==> config.mk <==
export PLATFORM = sky130hd
export DESIGN_NAME = s32a_div_step
export DESIGN_NICKNAME = d
export VERILOG_FILES = /design/src/rtl/s32a_pkg.sv /design/src/rtl/s32a_div_step.sv
export SDC_FILE = /design/constraint.sdc
export NUM_CORES = 1
export LEC_CHECK = 0
export BUFFER_PORTS_ARGS = -buffer_cell sky130_fd_sc_hd__buf_2
export CAP_MARGIN = 0
export CORE_ASPECT_RATIO = 0.8
export CORE_MARGIN = 2
export CORE_UTILIZATION = 52
export DETAILED_ROUTE_END_ITERATION = 6
export GPL_TIMING_DRIVEN = 0
export PLACE_DENSITY = 0.92
export SYNTH_ARGS = -nofsm -noshare
export SYNTH_HDL_FRONTEND = slang
export SYNTH_SLANG_ARGS = --single-unit
==> constraint.sdc <==
create_clock -name clk -period 6.79 [get_ports clk]
set_clock_uncertainty 0.15 [all_clocks]
set_input_delay 1.0185 -clock clk [delete_from_list [all_inputs] [get_ports clk]]
set_output_delay 1.0185 -clock clk [all_outputs]
set_load 0.05 [all_outputs]
==> src/rtl/s32a_pkg.sv <==
// Shared types and constants for the stack VM 32-bit integer ALU.
// Used by every module of the block; depends on nothing.
`default_nettype none
package s32a_pkg;

  localparam int unsigned XLEN = 32;

  typedef enum logic [4:0] {
    OP_ADD  = 5'd0,  OP_SUB = 5'd1,  OP_MUL = 5'd2,  OP_SDIV = 5'd3,
    OP_UDIV = 5'd4,  OP_SREM = 5'd5, OP_UREM = 5'd6, OP_AND = 5'd7,
    OP_OR   = 5'd8,  OP_XOR = 5'd9,  OP_SHL = 5'd10, OP_SHR = 5'd11,
    OP_SAR  = 5'd12, OP_EQ  = 5'd13, OP_SLT = 5'd14, OP_SLE = 5'd15,
    OP_ULT  = 5'd16, OP_ULE = 5'd17
  } op_t;

  typedef enum logic [1:0] {
    TRAP_NONE = 2'd0,
    TRAP_DIV0 = 2'd1,
    TRAP_OVF  = 2'd2
  } trap_t;

  // Payload carried through the divider pipeline
  typedef struct packed {
    logic [XLEN-1:0] simple;   // result of the non-dividing operations
    trap_t           trap;
    logic            is_div;
    logic            want_rem;
    logic            neg;
    logic [XLEN-1:0] rem;      // partial remainder
    logic [XLEN-1:0] quo;      // dividend shifting out, quotient shifting in
    logic [XLEN-1:0] dvs;      // divisor magnitude
  } stage_t;

endpackage
`default_nettype wire

==> src/rtl/s32a_div_step.sv <==
// One restoring-division step: produces one quotient bit per stage.
// Depends on s32a_pkg.
`default_nettype none
module s32a_div_step
  import s32a_pkg::*;
(
  input  wire logic   clk,
  input  wire logic   rst,
  input  wire logic   en,
  input  wire logic   in_vld,
  input  stage_t      in_pl,
  output logic        out_vld,
  output stage_t      out_pl
);

  logic [XLEN:0] trial, diff;
  stage_t        pl_next;

  // Shift in the next dividend bit and try the subtract
  always_comb begin
    trial   = {in_pl.rem, in_pl.quo[XLEN-1]};
    diff    = trial - {1'b0, in_pl.dvs};
    pl_next = in_pl;
    if (!diff[XLEN]) begin
      pl_next.rem = diff[XLEN-1:0];
      pl_next.quo = {in_pl.quo[XLEN-2:0], 1'b1};
    end else begin
      pl_next.rem = trial[XLEN-1:0];
      pl_next.quo = {in_pl.quo[XLEN-2:0], 1'b0};
    end
  end

  always_ff @(posedge clk) begin
    if (rst) out_vld <= 1'b0;
    else if (en) out_vld <= in_vld;
  end
  always_ff @(posedge clk) begin
    if (en) out_pl <= pl_next;
  end

endmodule
`default_nettype wire

======== Word level (Yosys, flattened, before mapping) ========
Index checks and enable logic that the tools add are counted.
word-level totals
  output and inout bits ................... 134
  word-level logic and storage cells ...... 11
  bits in registers ....................... 134
  input port bits ......................... 137
operators by class
  muxes and demuxes ....................... 1
  $add $sub $neg .......................... 1
operator list
  kind                          number
  two-way mux 64 bit            1
  subtractor 33 x 32 -> 33 bit  1

======== Depth between registers and ports, before layout ========
  depth after elaboration ................. 2
  depth in mapped cells ................... 12

======== Worst setup path after synthesis ========
No wires, ideal clock.
  path type ............................... input to register
  start point ............................. input port in_pl[63] in the netlist's numbering
  end point ............................... register out_pl[68] in the netlist's numbering, data pin
  stages on the path ...................... 12
  data arrival time ....................... 3.275 ns
  path slack .............................. 3.105 ns
  required time ........................... 6.380 ns
  path buffers ............................ 1
  cells stage by stage .................... inv_1 > ha_1 > fa_1 > nand2b_1 > a21oi_1 > o211ai_1 > a21oi_1 > o31a_2 > mux2i_1 > nor2_2 > buf_6 > mux2_4
RTL lines
  what                  line                 text
  from (decl)           s32a_div_step.sv:11  input stage_t in_pl,
  to (signal assigned)  s32a_div_step.sv:38  if (en) out_pl <= pl_next;
  to (decl)             s32a_div_step.sv:13  output stage_t out_pl

==> flow_summary.yaml <==
floorplanning:
  rows: 36
  io_pins: 271
  die_w_um: 129
  floorplan.initialDensity_pct: 53.4
  die_y_um: 104
  dieArea_um2: 13500
  core_um2: 12200
final_layout:
  drive_above_1_share_pct: 43.9
  fillers: 844
  area_growth_pct: 33.4
  fin_cells: 954
  diodes: 0
  final_nets: 940
critical_path:
  crit_arrival_ns: 3.93
  crit_path_max_fanout: 10
  critPathMaxStageDelay_ns: 0.41
  crit_chain: "buf_2 -> ha_1 -> fa_1 -> nand2b_1 -> a21oi_1 -> o211ai_1 -> a21oi_1 -> o31a_2 -> mux2i_1 -> nor2_2 -> buf_6 -> mux2_4"
  cp_slowest_cell: "nor2_2"
  worst_ep_required_time_ns: 6.80
  critical_path_buf_inv_count: 2
  crit_top_cell: "a21oi_1"
  critPathCaptureType: "flip-flop"
  critPathLaunchType: "input port"
  critical_path_class: "input port to flip-flop"
  cpLargestDelayFamily: "compound AO/OA/AOI/OAI gates"
power_and_ir_drop:
  p_int_mw: 1.75
  power.total_mw: 2.64
  p_switching_mw: 0.889
  powerDensity_nw_per_um2: 304
  peakVddDrop_mv: 0.183
  swShare_pct: 33.6
  power_frac_seq_pct: 38.8
  clkPwrFrac_pct: 33.9
  comb_power_share_pct: 27.2
  leakage_nw: 3.99
sta:
  slew_headroom_pct: 67.0
  rsz0062_at_grt: "no"
  finalCritPeriodShare_pct: 57.8
  hold_slack_ns: 0.362
  drv_slew: 0
  max_freq_mhz: 255
  finalHoldViolCount: 0
  setup_violations: 0
  tns_ns: 0
  worst-slew-pin-transition_ns: 0.490
  fin_crit_ns: 3.92
global_routing:
  grt_pass1_vias: 4943
  grt.total_usage_pct: 25.1
  grt_antenna_before_repair: 1
  grt_pass1_wl_um: 25500
  grt_overflow_total: 0
  grt_max_degree: 85
worst_hold_path:
  hp-class: "flip-flop to flip-flop"
clock_tree:
  hold_buffers: 0
  cts.sinks: 134
  post_cts_buffers: 0
  h-tree-depth: 4
  post_cts_resize_count: 0
  cts_buffers: 17
  cts-root-buf: "clkbuf_16"
  clock_latency_ns: 0.41
  cts_tree: "built"
  clk_pin_slew_ns: 0.06
  clk_path_buf_depth: 2
detailed_routing:
  ant_nets: 0
  post_drt_via_cell_ratio: 5.24
  vias: 4999
  wirelength_um: 17100
  wl_per_cell_um: 18.0
  drtIter0Drc: 317
  drtPass1Iterations: 4
  drc_errors: 0
synthesis:
  synthTopCellsByArea: "edfxtp_1 (61%), ha_1 (6.1%), mux2_4 (5.8%)"
  synth_ff_type: "edfxtp_1"
  ys_warn_count: 0
  ys_types: 50
  synth-seq-cells: 134
  synth_area_um2: 6520
  syn-num-nets: 650
  netlist.area_leader.share_pct: 61.2
  yosys.area.top_type: "edfxtp_1"
  synthArstFlopShare_pct: 0
  synth_area_per_cell_um2: 13.6
  synth_edf_count: 133
  yosysSeqAreaShare_pct: 61.6
  syn-instance-count: 480
flow_run:
  cap_violations: 0
placement:
  place_hpwl_um: 13100
  portBuffers: 270
  placed_cells_incl_taps: 922
  gp_congestion: 0.872
run_status:
  status: "finished clean"
## cell usage after synthesis (all sizes together) (3+ instances only)
cell    number
o21a         5
a21oi       39
o21ai       18
nor2b        5
nor2        20
nand2b       8
and4         3
a211oi       3
inv         38
nand4        6
o211ai       6
buf          5
xnor2       13
mux2        28
xor2        10
a21bo        3
and2         3
ha          32
a21o        18
nand3       10
and3         4
clkbuf       6
o21bai       5
nor3         4
edfxtp     133
mux2i        6
nand2       27
## sequential cells by signal (all words and copies together) (netlist names)
name and count:
out_pl 133, out_vld 1
## final timing paths
check                                     startpoint                   end  slack (ns)  cells after the start
worst max-delay path                        in_pl[0]  out_pl[92]$_DFFE_PP_        2.87                     12
worst min-delay path            out_vld$_SDFFE_PP0P_  out_vld$_SDFFE_PP0P_        0.36                      2
worst min register to register  out_vld$_SDFFE_PP0P_  out_vld$_SDFFE_PP0P_        0.36                      2
worst max register to register  out_vld$_SDFFE_PP0P_  out_vld$_SDFFE_PP0P_        6.05                      2
## cell families after synthesis
logic type / synth area share (%)
AOI/OAI and AO/OA: 10.5
xor gates and xnor gates: 3.09
adders and majority gates: 6.45
buffers and inverters: 3.32
DFF: 61.6
muxes: 7.19
and+or+nand+nor: 7.91
## cell usage in the layout, fill, tap and decap left out, drive strengths merged, types with 6 or more instances in the layout
cell and instances:
buf 276, edfxtp 133, inv 46, a21oi 39, ha 32, mux2 28, nand2 27, clkbuf 24
nor2 20, a21o 18, o21ai 18, xnor2 13, nand3 10, xor2 10, nand2b 8, o211ai 6
nand4 6, mux2i 6
## cell type report
type | count | area, µm² | share of cell area (%)
plain buffers | 11 | 73.8 | 0.849
clock buffers | 18 | 439 | 5.05
clock inverters | 14 | 139 | 1.60
repair buffers | 271 | 1390 | 15.9
inverters | 38 | 143 | 1.64
well taps | 171 | 214 | 2.46
flip-flops and latches | 134 | 4010 | 46.1
multi-input cells | 297 | 2290 | 26.3
## worst min-delay path, cell delays in order (launching register included)
cell and delay (ns):
dfxtp_1 0.32, mux2i_1 0.07, nor2_1 0.08
## power groups by stage
stage / clock [mW] / sequential (mW) / combinational, mW
finish: 0.896 / 1.03 / 0.720
floorplan: 0 / 1.33 / 0.235
global placement: 0 / 1.04 / 0.700
detailed placement: 0 / 1.04 / 0.716
global route: 0.947 / 1.03 / 0.758
CTS: 0.910 / 1.03 / 0.720
## metrics by stage
step,instance area [µm²],setup WS (ns),utilization [%]
final,8700,2.87,71.3
after global routing,8700,2.71,71.3
after CTS,8700,2.85,71.3
after detailed placement,8120,2.43,66.5
after global placement,8090,2.43,66.2
after floorplan,6520,3.10,-
## layer usage
metal,track usage (%),vias up,part of all wire [%]
met1,28.2,2323,37
li1,-,2394,-
met2,43.2,231,50
met4,11.3,2,4.1
met3,8.33,49,8.9
met5,0,-,0.058
Power figures use the tool's default switching activity.
